`src/hdl/stbr_pkg.sv`:
```
// Shared types and constants for the smoothed triple bar renderer.
// No dependencies; every other file in hdl/ refers to it by scoped names.
`timescale 1ns / 1ps

package stbr_pkg;

  // Display geometry default and queue size
  localparam int NUM_COLUMNS_DEF = 25;
  localparam int QUEUE_DEPTH     = 2;

  // Field widths
  localparam int PCT_W   = 16;
  localparam int WIDE_W  = 14;  // CPU / RAM level, Q8, 0..50
  localparam int NARROW_W = 13; // GPU level, Q8, 0..25
  localparam int WSTEP_W = 6;   // rounded CPU / RAM step count, 0..50
  localparam int NSTEP_W = 5;   // rounded GPU step count, 0..25
  localparam int IDX_W   = 5;
  localparam int BITS_W  = 7;

  // Limits, Q8
  localparam logic [PCT_W-1:0]   PCT_MAX    = 16'd25600;
  localparam logic [WIDE_W-1:0]  WIDE_MAX   = 14'd12800;
  localparam logic [WIDE_W-1:0]  NARROW_MAX = 14'd6400;

  // Row masks
  localparam logic [BITS_W-1:0] CPU_FULL = 7'h60;
  localparam logic [BITS_W-1:0] CPU_PART = 7'h20;
  localparam logic [BITS_W-1:0] RAM_FULL = 7'h0c;
  localparam logic [BITS_W-1:0] RAM_PART = 7'h04;
  localparam logic [BITS_W-1:0] GPU_BIT  = 7'h01;

  // One set of smoothed levels, passed from front to back
  typedef struct packed {
    logic [WIDE_W-1:0]   cpu;
    logic [WIDE_W-1:0]   ram;
    logic [NARROW_W-1:0] gpu;
  } levels_t;

endpackage

```
`src/hdl/stbr_front.sv`:
```
// Front end: takes percent words, saturates them into targets and smooths
// the three levels. Depends on stbr_pkg.
`timescale 1ns / 1ps

module stbr_front (
  input  logic                  clk,
  input  logic                  rst,
  // word from the input channel
  input  logic                  in_valid,
  output logic                  in_ready,
  input  logic [stbr_pkg::PCT_W-1:0] cpu_percent,
  input  logic [stbr_pkg::PCT_W-1:0] ram_percent,
  input  logic [stbr_pkg::PCT_W-1:0] gpu_percent,
  // push side of the queue
  output logic                  push,
  input  logic                  push_ready,
  output stbr_pkg::levels_t     push_data
);

  // Move a level toward its target by about 0.3 of the gap, snapping
  // when the gap is at most one step. Arithmetic shift floors.
  function automatic logic [stbr_pkg::WIDE_W-1:0] smooth(
    input logic [stbr_pkg::WIDE_W-1:0] level,
    input logic [stbr_pkg::WIDE_W-1:0] target,
    input logic [stbr_pkg::WIDE_W-1:0] max_level
  );
    logic signed [15:0] d;
    logic signed [22:0] prod;
    logic signed [15:0] sum;
    logic [stbr_pkg::WIDE_W-1:0] res;
    d    = $signed({2'b00, target}) - $signed({2'b00, level});
    prod = 23'(d) * $signed(23'd77);
    sum  = $signed({2'b00, level}) + 16'($signed(prod[22:8]));
    if (d > 16'sd256 || d < -16'sd256) begin
      if (sum < 16'sd0) begin
        res = '0;
      end else if (sum[stbr_pkg::WIDE_W-1:0] > max_level) begin
        res = max_level;
      end else begin
        res = sum[stbr_pkg::WIDE_W-1:0];
      end
    end else begin
      res = target;
    end
    return res;
  endfunction

  logic [stbr_pkg::PCT_W-1:0] cpu_sat, ram_sat, gpu_sat;
  logic                        tgt_valid;
  logic [stbr_pkg::WIDE_W-1:0]   cpu_tgt, ram_tgt;
  logic [stbr_pkg::NARROW_W-1:0] gpu_tgt;
  logic [stbr_pkg::WIDE_W-1:0]   cpu_level, ram_level;
  logic [stbr_pkg::NARROW_W-1:0] gpu_level;
  logic [stbr_pkg::WIDE_W-1:0]   gpu_wide_next;
  stbr_pkg::levels_t             levels_next;

  // Saturate at 100 percent
  assign cpu_sat = (cpu_percent > stbr_pkg::PCT_MAX) ? stbr_pkg::PCT_MAX : cpu_percent;
  assign ram_sat = (ram_percent > stbr_pkg::PCT_MAX) ? stbr_pkg::PCT_MAX : ram_percent;
  assign gpu_sat = (gpu_percent > stbr_pkg::PCT_MAX) ? stbr_pkg::PCT_MAX : gpu_percent;

  assign in_ready = !tgt_valid || push_ready;
  assign push     = tgt_valid && push_ready;

  // Target register: halve CPU / RAM, quarter GPU
  always_ff @(posedge clk) begin
    if (rst) begin
      tgt_valid <= 1'b0;
    end else if (in_ready) begin
      tgt_valid <= in_valid;
    end
    if (in_ready && in_valid) begin
      cpu_tgt <= cpu_sat[stbr_pkg::PCT_W-2:1];
      ram_tgt <= ram_sat[stbr_pkg::PCT_W-2:1];
      gpu_tgt <= gpu_sat[stbr_pkg::NARROW_W+1:2];
    end
  end

  // Smoothing step
  assign gpu_wide_next = smooth({1'b0, gpu_level}, {1'b0, gpu_tgt}, stbr_pkg::NARROW_MAX);
  always_comb begin
    levels_next.cpu = smooth(cpu_level, cpu_tgt, stbr_pkg::WIDE_MAX);
    levels_next.ram = smooth(ram_level, ram_tgt, stbr_pkg::WIDE_MAX);
    levels_next.gpu = gpu_wide_next[stbr_pkg::NARROW_W-1:0];
  end
  assign push_data = levels_next;

  // Level state
  always_ff @(posedge clk) begin
    if (rst) begin
      cpu_level <= '0;
      ram_level <= '0;
      gpu_level <= '0;
    end else if (push) begin
      cpu_level <= levels_next.cpu;
      ram_level <= levels_next.ram;
      gpu_level <= levels_next.gpu;
    end
  end

  // Levels stay inside their scales
  a_cpu_range: assert property (@(posedge clk) disable iff (rst)
    cpu_level <= stbr_pkg::WIDE_MAX && ram_level <= stbr_pkg::WIDE_MAX)
    else $error("cpu/ram level out of range");
  a_gpu_range: assert property (@(posedge clk) disable iff (rst)
    {1'b0, gpu_level} <= stbr_pkg::NARROW_MAX)
    else $error("gpu level out of range");
  a_push_holds: assert property (@(posedge clk) disable iff (rst)
    (tgt_valid && !push_ready) |=> tgt_valid && $stable(cpu_tgt) && $stable(gpu_tgt))
    else $error("pending target lost while queue full");

endmodule

```
`src/hdl/stbr_queue.sv`:
```
// Short queue of smoothed level sets between front and back.
// Depends on stbr_pkg.
`timescale 1ns / 1ps

module stbr_queue (
  input  logic              clk,
  input  logic              rst,
  input  logic              push,
  output logic              push_ready,
  input  stbr_pkg::levels_t push_data,
  input  logic              pop,
  output logic              pop_valid,
  output stbr_pkg::levels_t pop_data
);

  localparam int DEPTH = stbr_pkg::QUEUE_DEPTH;
  localparam int PTR_W = (DEPTH > 1) ? $clog2(DEPTH) : 1;
  localparam int CNT_W = $clog2(DEPTH + 1);

  stbr_pkg::levels_t entries [DEPTH];
  logic [PTR_W-1:0] wr_ptr, rd_ptr;
  logic [CNT_W-1:0] count;

  assign push_ready = count != CNT_W'(DEPTH);
  assign pop_valid  = count != '0;
  assign pop_data   = entries[rd_ptr];

  // Storage
  always_ff @(posedge clk) begin
    if (push) begin
      entries[wr_ptr] <= push_data;
    end
  end

  // Pointers and fill count
  always_ff @(posedge clk) begin
    if (rst) begin
      wr_ptr <= '0;
      rd_ptr <= '0;
      count  <= '0;
    end else begin
      if (push) begin
        wr_ptr <= (wr_ptr == PTR_W'(DEPTH - 1)) ? '0 : wr_ptr + 1'b1;
      end
      if (pop) begin
        rd_ptr <= (rd_ptr == PTR_W'(DEPTH - 1)) ? '0 : rd_ptr + 1'b1;
      end
      if (push && !pop) begin
        count <= count + 1'b1;
      end else if (pop && !push) begin
        count <= count - 1'b1;
      end
    end
  end

  a_no_overflow: assert property (@(posedge clk) disable iff (rst)
    push |-> (push_ready || pop))
    else $error("push into full queue");
  a_no_underflow: assert property (@(posedge clk) disable iff (rst)
    pop |-> pop_valid)
    else $error("pop from empty queue");
  a_count_bound: assert property (@(posedge clk) disable iff (rst)
    count <= CNT_W'(DEPTH))
    else $error("queue count beyond depth");

endmodule

```
`src/hdl/stbr_back.sv`:
```
// Back end: turns one level set into a frame of column words, one column per
// cycle unless out_ready stalls, through an output register. Depends on stbr_pkg.
`timescale 1ns / 1ps

module stbr_back #(
  parameter int NUM_COLUMNS = stbr_pkg::NUM_COLUMNS_DEF
) (
  input  logic              clk,
  input  logic              rst,
  input  logic              q_valid,
  output logic              pop,
  input  stbr_pkg::levels_t q_data,
  output logic              out_valid,
  input  logic              out_ready,
  output logic [stbr_pkg::IDX_W-1:0]  column_index,
  output logic [stbr_pkg::BITS_W-1:0] column_bits,
  output logic              last_column
);

  localparam int COL_W = $clog2(NUM_COLUMNS);

  logic                         busy;
  logic [COL_W-1:0]             col;
  logic [COL_W-1:0]             pos;
  logic [stbr_pkg::WSTEP_W-1:0] lc, lr;
  logic [stbr_pkg::NSTEP_W-1:0] lg;
  logic [stbr_pkg::WIDE_W:0]    cpu_r, ram_r;
  logic [stbr_pkg::NARROW_W:0]  gpu_r;
  logic [6:0]                   pos_x, fill_c, fill_r, lg_x;
  logic [stbr_pkg::BITS_W-1:0]  cpu_m, ram_m, gpu_m;
  logic                         adv, at_last;

  // Rounded step counts of the incoming level set
  assign cpu_r = {1'b0, q_data.cpu} + (stbr_pkg::WIDE_W+1)'(128);
  assign ram_r = {1'b0, q_data.ram} + (stbr_pkg::WIDE_W+1)'(128);
  assign gpu_r = {1'b0, q_data.gpu} + (stbr_pkg::NARROW_W+1)'(128);

  assign adv     = !out_valid || out_ready;
  assign at_last = col == COL_W'(NUM_COLUMNS - 1);
  assign pop     = q_valid && (!busy || (adv && at_last));

  // Column masks; pos counts from the right edge
  assign pos    = COL_W'(NUM_COLUMNS - 1) - col;
  assign pos_x  = 7'(pos);
  assign fill_c = 7'(lc[stbr_pkg::WSTEP_W-1:1]);
  assign fill_r = 7'(lr[stbr_pkg::WSTEP_W-1:1]);
  assign lg_x   = 7'(lg);

  always_comb begin
    if (pos_x < fill_c) begin
      cpu_m = stbr_pkg::CPU_FULL;
    end else if (pos_x == fill_c && lc[0]) begin
      cpu_m = stbr_pkg::CPU_PART;
    end else begin
      cpu_m = '0;
    end
    if (pos_x < fill_r) begin
      ram_m = stbr_pkg::RAM_FULL;
    end else if (pos_x == fill_r && lr[0]) begin
      ram_m = stbr_pkg::RAM_PART;
    end else begin
      ram_m = '0;
    end
    gpu_m = (pos_x < lg_x) ? stbr_pkg::GPU_BIT : '0;
  end

  // Frame sequencer and output register
  always_ff @(posedge clk) begin
    if (rst) begin
      busy      <= 1'b0;
      col       <= '0;
      out_valid <= 1'b0;
    end else begin
      if (adv) begin
        out_valid <= busy;
      end
      if (busy && adv) begin
        col <= at_last ? '0 : col + 1'b1;
      end
      if (pop) begin
        busy <= 1'b1;
      end else if (busy && adv && at_last) begin
        busy <= 1'b0;
      end
    end
  end

  always_ff @(posedge clk) begin
    if (busy && adv) begin
      column_index <= stbr_pkg::IDX_W'(col);
      column_bits  <= cpu_m | ram_m | gpu_m;
      last_column  <= at_last;
    end
    if (pop) begin
      lc <= cpu_r[stbr_pkg::WIDE_W-1:8];
      lr <= ram_r[stbr_pkg::WIDE_W-1:8];
      lg <= gpu_r[stbr_pkg::NARROW_W-1:8];
    end
  end

  a_last_index: assert property (@(posedge clk) disable iff (rst)
    (out_valid && last_column) |-> column_index == stbr_pkg::IDX_W'(NUM_COLUMNS - 1))
    else $error("last column flag on wrong column");
  a_col_idle: assert property (@(posedge clk) disable iff (rst)
    !busy |-> col == '0)
    else $error("column counter not parked while idle");
  a_pop_frame: assert property (@(posedge clk) disable iff (rst)
    (pop && busy) |-> at_last && adv)
    else $error("frame cut short by new level set");

endmodule

```
`src/hdl/smoothed_triple_bar_renderer_top.sv`:
```
// Top level of the smoothed triple bar renderer: front, queue and back.
// Depends on stbr_pkg, stbr_front, stbr_queue, stbr_back.
`timescale 1ns / 1ps

// Usage:
//  Input channel s_*: one word per tick carries CPU, RAM and GPU utilisation
//  in percent with 8 fraction bits. Each accepted word updates the three
//  smoothed levels and produces one frame of NUM_COLUMNS column words on the
//  output channel m_*, leftmost column first, tlast on the rightmost column.
//  Path: the first column of a frame reaches the output register after its
//  input word is accepted, through the level update into the queue, the step
//  counts and the output register, when the back end is idle.
//  Throughput: the back end's column counter emits one column per cycle
//  while m_tready does not stall the output; frames follow each other with
//  no gap when the next level set is already queued.
//  Reset (rst, synchronous) clears the levels to zero, empties the queue and
//  drops any frame in flight.
//  Stall: when m_tready is low the output word holds; the two-entry queue
//  and the target register then fill and s_tready drops until the back end
//  frees an entry.
module smoothed_triple_bar_renderer_top #(
  parameter int NUM_COLUMNS = stbr_pkg::NUM_COLUMNS_DEF
) (
  input  logic        clk,
  input  logic        rst,
  input  logic        s_tvalid,
  output logic        s_tready,
  input  logic [47:0] s_tdata,   // cpu_percent[15:0], ram_percent[31:16], gpu_percent[47:32]
  output logic        m_tvalid,
  input  logic        m_tready,
  output logic [15:0] m_tdata,   // column_index[4:0], column_bits[11:5], zero[15:12]
  output logic        m_tlast    // last_column
);

  logic              push, push_ready, pop, q_valid;
  stbr_pkg::levels_t push_data, q_data;
  logic [stbr_pkg::IDX_W-1:0]  column_index;
  logic [stbr_pkg::BITS_W-1:0] column_bits;

  stbr_front u_front (
    .clk        (clk),
    .rst        (rst),
    .in_valid   (s_tvalid),
    .in_ready   (s_tready),
    .cpu_percent(s_tdata[15:0]),
    .ram_percent(s_tdata[31:16]),
    .gpu_percent(s_tdata[47:32]),
    .push       (push),
    .push_ready (push_ready),
    .push_data  (push_data)
  );

  stbr_queue u_queue (
    .clk       (clk),
    .rst       (rst),
    .push      (push),
    .push_ready(push_ready),
    .push_data (push_data),
    .pop       (pop),
    .pop_valid (q_valid),
    .pop_data  (q_data)
  );

  stbr_back #(
    .NUM_COLUMNS(NUM_COLUMNS)
  ) u_back (
    .clk         (clk),
    .rst         (rst),
    .q_valid     (q_valid),
    .pop         (pop),
    .q_data      (q_data),
    .out_valid   (m_tvalid),
    .out_ready   (m_tready),
    .column_index(column_index),
    .column_bits (column_bits),
    .last_column (m_tlast)
  );

  assign m_tdata = {4'b0000, column_bits, column_index};

endmodule

```
`config.mk`:
```
export PLATFORM = sky130hd
export DESIGN_NAME = smoothed_triple_bar_renderer_top
export DESIGN_NICKNAME = d
export VERILOG_FILES = /design/src/hdl/stbr_pkg.sv /design/src/hdl/stbr_front.sv /design/src/hdl/stbr_queue.sv /design/src/hdl/stbr_back.sv /design/src/hdl/smoothed_triple_bar_renderer_top.sv
export SDC_FILE = /design/constraint.sdc
export NUM_CORES = 1
export LEC_CHECK = 0
export BUFFER_PORTS_ARGS = -buffer_cell sky130_fd_sc_hd__buf_4
export CAP_MARGIN = 40
export CORE_MARGIN = 2
export CORE_UTILIZATION = 50
export CTS_BUF_LIST = sky130_fd_sc_hd__clkbuf_4 sky130_fd_sc_hd__clkbuf_8 sky130_fd_sc_hd__clkbuf_16
export CTS_CLUSTER_DIAMETER = 30
export DETAILED_ROUTE_END_ITERATION = 8
export PLACE_DENSITY = 0.67
export RECOVER_POWER = 25
export SYNTH_ARGS = -nofsm -noshare
export SYNTH_HDL_FRONTEND = slang
export SYNTH_HIERARCHICAL = 1
export SYNTH_SLANG_ARGS = --single-unit
```
`constraint.sdc`:
```
create_clock -name clk -period 9.4 [get_ports clk]
set_input_delay 0.47 -clock clk [delete_from_list [all_inputs] [get_ports clk]]
set_output_delay 0.47 -clock clk [all_outputs]
set_load 0.03 [all_outputs]
```
* Yosys cells after proc, flatten, opt, wreduce, memory -nomap -nowiden
Memory sizes are Yosys's and may differ from the RTL's. A register that Yosys moved wholly into a read port is not among the register bits. Cells that the tools add are included.
Operators by class: add/subtract/negate cells 15, multiply operators 3, magnitude comparators 18, eq/ne operators 4, multiplexer cells 25, bitwise gates (word level) 2, reduce and logical (&&, ||, !) cells 24
Operator list (number):
- 14-bit two-way mux | 6
- 16-bit by 15-bit > comparator with 1-bit output (second input constant) | 3
- 16-bit by 1-bit less-than comparator with 1-bit output (second input constant) | 3
- 15-bit by 8-bit multiplier with 23-bit output (second input constant) | 2
- 13-bit two-way mux | 3
- 15-bit by 15-bit adder with 16-bit output | 2
- 15-bit by 10-bit > comparator with 1-bit output (second input constant) | 2
- 15-bit by 9-bit less-than comparator with 1-bit output (second input constant) | 2
- 14-bit by 14-bit subtractor with 15-bit output | 2
- 14-bit by 8-bit adder with 14-bit output (second input constant) | 2
- 14-bit > comparator (second input constant) | 2
- 14-bit by 8-bit multiplier with 22-bit output (second input constant) | 1
- 14-bit by 14-bit adder with 15-bit output | 1
- 5-bit less-than comparator | 3
- 14-bit by 10-bit > comparator with 1-bit output (second input constant) | 1
- 14-bit by 13-bit > comparator with 1-bit output (second input constant) | 1
- 14-bit by 9-bit less-than comparator with 1-bit output (second input constant) | 1
- 7-bit two-way mux | 2
- 7-bit OR | 2
- 13-bit by 13-bit subtractor with 14-bit output | 1
- 13-bit by 8-bit adder with 13-bit output (second input constant) | 1
- 5-bit == test | 2
- 1-bit logical AND | 10
- 1-bit two-way mux | 9
- 14 further kinds | 27
Storage, ports and cells: register bits after elaboration 124, bits in writable memories 82, input port bits 52, output and inout port bits 19, word-level logic and storage cells 111, memories 1
Memories:
- u_queue.entries | depth 2, bits a word 41, read ports 1, clocked after memory_dff 1, wr ports 1, line stbr_queue.sv:20 | stbr_pkg::levels_t entries [DEPTH];

* Longest topological paths before layout
word-level depth 8, depth in mapped cells 37, mapped depth without buffers 36

* By module
The synthesis kept the hierarchy.
By module, submodules not included:
- stbr_front | instances 1, cells an instance 1641, area an instance 13955.9 um^2, seq. area each 2072.0 um^2
- stbr_queue | instances 1, cells an instance 150, area an instance 3166.8 um^2, seq. area each 2562.5 um^2
- stbr_back | instances 1, cells an instance 158, area an instance 1856.8 um^2, seq. area each 980.9 um^2
- smoothed_triple_bar_renderer_top | instances 1, cells an instance 5, area an instance 33.8 um^2, seq. area each 0.0 um^2

* Worst setup path after synthesis
OpenSTA, ideal clock, no wires.
path kind reg2reg, from register u_front/cpu_tgt[0] in the netlist's numbering, to register u_front/cpu_level[9] in the netlist's numbering, setup time 0.088 ns, arrival time 7.523 ns, data required time 9.312 ns, setup slack 1.789 ns, stages on the path, launching flop included 35, buffers on the path 1, clock period less this slack 7.611 ns, cell sequence edfxtp_1 > inv_1 > ha_1 > inv_1 > fa_1 > a211oi_2 > o21ai_2 > a21oi_4 > mux2i_1 > o2111ai_1 > ha_1 > ha_1 > fa_1 > inv_1 > fa_1 > inv_1 > ha_1 > a21o_1 > a2bb2oi_1 > o21ai_1 > o21ai_0 > a21boi_0 > o21a_1 > nor2_1 > xnor2_1 > ha_1 > and2_1 > nand4_1 > o21ai_0 > o311a_1 > a211oi_1 > mux2i_2 > buf_4 > or3b_1 > a311oi_2
Between the ends: word-level cells in the longest chain between the ends 7, elaborated cells on any way between the ends 11, classes of those cells add/sub (2); mul (1); order compare (4); mux (3); reduce/logical (1)
Ends and longest elaborated chain:
- from (decl) | line stbr_front.sv:50 | logic [stbr_pkg::WIDE_W-1:0] cpu_tgt, ram_tgt;
- from (signal assigned) | line stbr_front.sv:73 | cpu_tgt <= cpu_sat[stbr_pkg::PCT_W-2:1];
- 14-bit by 14-bit subtractor with 15-bit output * | line stbr_front.sv:31 | d = $signed({2'b00, target}) - $signed({2'b00, level});
- 15-bit by 8-bit multiplier with 23-bit output | line stbr_front.sv:32 | prod = 23'(d) * $signed(23'd77);
- 15-bit by 15-bit adder with 16-bit output | line stbr_front.sv:33 | sum = $signed({2'b00, level}) + 16'($signed(prod[22:8]));
- 14-bit > comparator | line stbr_front.sv:37 | end else if (sum[stbr_pkg::WIDE_W-1:0] > max_level) begin
- 14-bit two-way mux | line stbr_front.sv:37
- 14-bit two-way mux | line stbr_front.sv:35 | if (sum < 16'sd0) begin
- 14-bit two-way mux * | line stbr_front.sv:34 | if (d > 16'sd256 || d < -16'sd256) begin
- to (signal assigned) | line stbr_front.sv:95 | cpu_level <= levels_next.cpu;
- to (decl) | line stbr_front.sv:52 | logic [stbr_pkg::WIDE_W-1:0] cpu_level, ram_level;
Every way passes the cells marked *; elsewhere a longest branch is shown, timed or not. A chain may end at the register's enable or synchronous reset.

* Worst setup path in the final report
from register u_front/cpu_tgt[0] in the netlist's numbering, to register u_front/cpu_level[2] in the netlist's numbering
Same word-level chain as after synthesis.

==> flow_metrics.py <==
metrics = {
    "timing": {
        "maxSlewViolCount": 0,
        "grt_setup_unrepaired": "no",
        "skew_ns": 0.0149,
        "max-slew-margin-rel_pct": 10.3,
        "hold_viol": 0,
        "fmax_ghz": 0.117,
        "setup_viol": 0,
        "period_needed_ns": 8.58,
        "tightestPinTransition_ns": 1.34,
        "finalSetupTns_ns": 0,
        "finalCritPeriodShare_pct": 91.3,
    },
    "global_route": {
        "track_usage_pct": 21.5,
        "antenna_found_initial": 0,
        "grt_pass1_wl_um": 63000,
        "gr-total-overflow": 0,
        "grt_pass1_vias": 13000,
        "grt_max_degree": 74,
    },
    "floorplan": {
        "die_w_um": 191,
        "die_area_sq_um": 36300,
        "rows": 68,
        "start_util_pct": 50.5,
        "dieHeight_um": 191,
        "io_pins": 71,
        "core_sq_um": 34500,
    },
    "layout": {
        "nets": 2329,
        "diodes": 0,
        "syn_to_final_growth_pct": 8.50,
        "drive_gt1_share_pct": 7.70,
    },
    "critical_path": {
        "critPathSlowestCell": "fa_1",
        "startpoint": "u_front/cpu_tgt[0]$_SDFFCE_PN0P_",
        "worstSetupEndpoint": "u_front/cpu_level[2]$_SDFFE_PP0P_",
        "startpoint_type": "register",
        "cp_common_cell": "ha_1",
        "cp.required_ns": 9.75,
        "path_class": "register to register",
        "crit_arrival_ns": 8.94,
        "r2r_slack_ns": 0.82,
        "end_kind": "register",
        "max_stage_delay_ns": 0.54,
        "rr_endpoint": "u_front/cpu_level[2]$_SDFFE_PP0P_",
        "reg2reg_from": "u_front/cpu_tgt[0]$_SDFFCE_PN0P_",
        "ff2ff_path_depth": 34,
        "worstPathMaxFanout": 11,
    },
    "clock_tree": {
        "cts_tree": "built",
        "clk_path_buf_depth": 2,
        "post_cts_buffers": 0,
        "cts_resized": 0,
        "clkSlewWorstSetupHoldPaths_ns": 0.08,
        "clk_latency_ns": 0.44,
        "cts_hold_buf": 0,
        "cts_buffers": 17,
        "cts.sinks": 163,
        "root_buffer": "clkbuf_16",
        "cts_max_level": 4,
    },
    "logic_synthesis": {
        "postSynthCellCount": 1865,
        "syn_area_per_cell_sq_um": 9.34,
        "synth_area_sq_um": 17400,
        "ys_warn_count": 6,
    },
    "run": {
        "cap_violations": 0,
    },
    "routing": {
        "viasPerCell": 5.54,
        "drt-total-wl_um": 37700,
        "ant_nets": 0,
        "first_iter_violations": 738,
        "wl_per_cell_um": 15.8,
        "via_count": 13200,
        "firstDrtPassIters": 5,
        "drc_errors": 0,
    },
    "place": {
        "dp_hpwl_um": 30600,
        "finalWeightedCongestion": 0.925,
        "port_buffers": 64,
    },
    "worst_hold_path": {
        "hold_class": "primary input to register",
    },
    "status": {
        "status": "completed",
    },
}
[how the worst min path moves through the flow]
stage,endpoint,depth (start not counted),startpoint,slack [ns]
4_1_cts,u_front/tgt_valid$_SDFFE_PP0N_,3,s_tvalid,0.26
5_1_grt,u_front/tgt_valid$_SDFFE_PP0N_,3,s_tvalid,0.29
3_5_place_dp,u_back/busy$_SDFFE_PP0P_,2,u_back/busy$_SDFFE_PP0P_,0.50
6_report,u_front/tgt_valid$_SDFFE_PP0N_,3,s_tvalid,0.28
3_3_place_gp,u_queue/count[1]$_SDFFE_PP0P_,2,u_queue/count[1]$_SDFFE_PP0P_,0.48
2_1_floorplan,u_back/column_index[2]$_DFFE_PP_,0,u_back/col[2]$_SDFFE_PP0P_,0.43
[flip-flops by register name (all words and copies together) (netlist names), 5 cells and up, named ones only]
| name | cells |
|---|---|
| u_back/column_index | 5 |
| u_back/lg | 5 |
| u_front/cpu_tgt | 14 |
| u_front/ram_level | 14 |
| u_queue/entries | 40 |
| u_back/lc | 6 |
| u_front/cpu_level | 14 |
| u_front/ram_tgt | 14 |
| u_back/col | 5 |
| u_back/lr | 6 |
| u_front/gpu_level | 13 |
| u_front/gpu_tgt | 13 |
| u_back/column_bits | 5 |
[critical path, delay by kind of cell (launching register included)]
kind                       cells  cell delay [ns]
AOI/OAI and AO/OA             14             3.13
xor gates and xnor gates       1             0.10
adders and majority gates      8             3.12
buffers and inverters          5             0.45
DFF                            1             0.38
muxes                          1             0.22
and+or+nand+nor                5             1.09
[layout make-up]
cell class / instances / area [sq um]
clock buffer: 18 / 450
tap: 455 / 569
timing repair buffer: 77 / 553
clock inverter: 14 / 176
inverter: 275 / 1030
multi-input combinational: 1387 / 11800
fill: 3149 / 15600
sequential: 163 / 4350
[cells in the final DEF (no fill, tap or decap), types with 12 or more instances in the layout]
master,n
a21o_1,34
a21oi_1,77
a311oi_1,32
a31oi_1,16
and2_1,45
buf_4,55
clkbuf_1,14
clkbuf_16,18
dfxtp_1,54
edfxtp_1,109
fa_1,73
ha_1,283
inv_1,270
mux2_1,20
nand2_1,113
nand2b_1,20
nand3_1,38
nand4_1,14
nor2_1,121
nor2b_1,14
nor3_1,31
o21a_1,30
o21ai_0,56
or2_2,12
or3_1,12
xnor2_1,77
xor2_1,61
[metrics by stage]
step	utilization, %	std cells	worst slack, ns	hold WS [ns]	area (sq um)
6_report	54.8	2389	0.817	0.281	18900
2_1_floorplan	-	1869	1.79	0.431	17400
3_5_place_dp	53.3	2357	0.871	0.496	18400
4_1_cts	55.1	2389	0.819	0.259	19000
3_3_place_gp	53.1	2352	1.07	0.479	18300
5_1_grt	54.8	2389	0.248	0.290	18900
[metal layers]
layer  GRT usage, %  part of all wire [%]  vias up
met5              0                     0        -
met4           5.84                   2.0        0
met3           2.83                   3.7       61
met2           36.5                    48      258
met1           28.6                    47     6293
li1               -                     -     6625
Power is not shown: default switching activity piles up to over one toggle a cycle in this logic, so the estimate is an artifact.
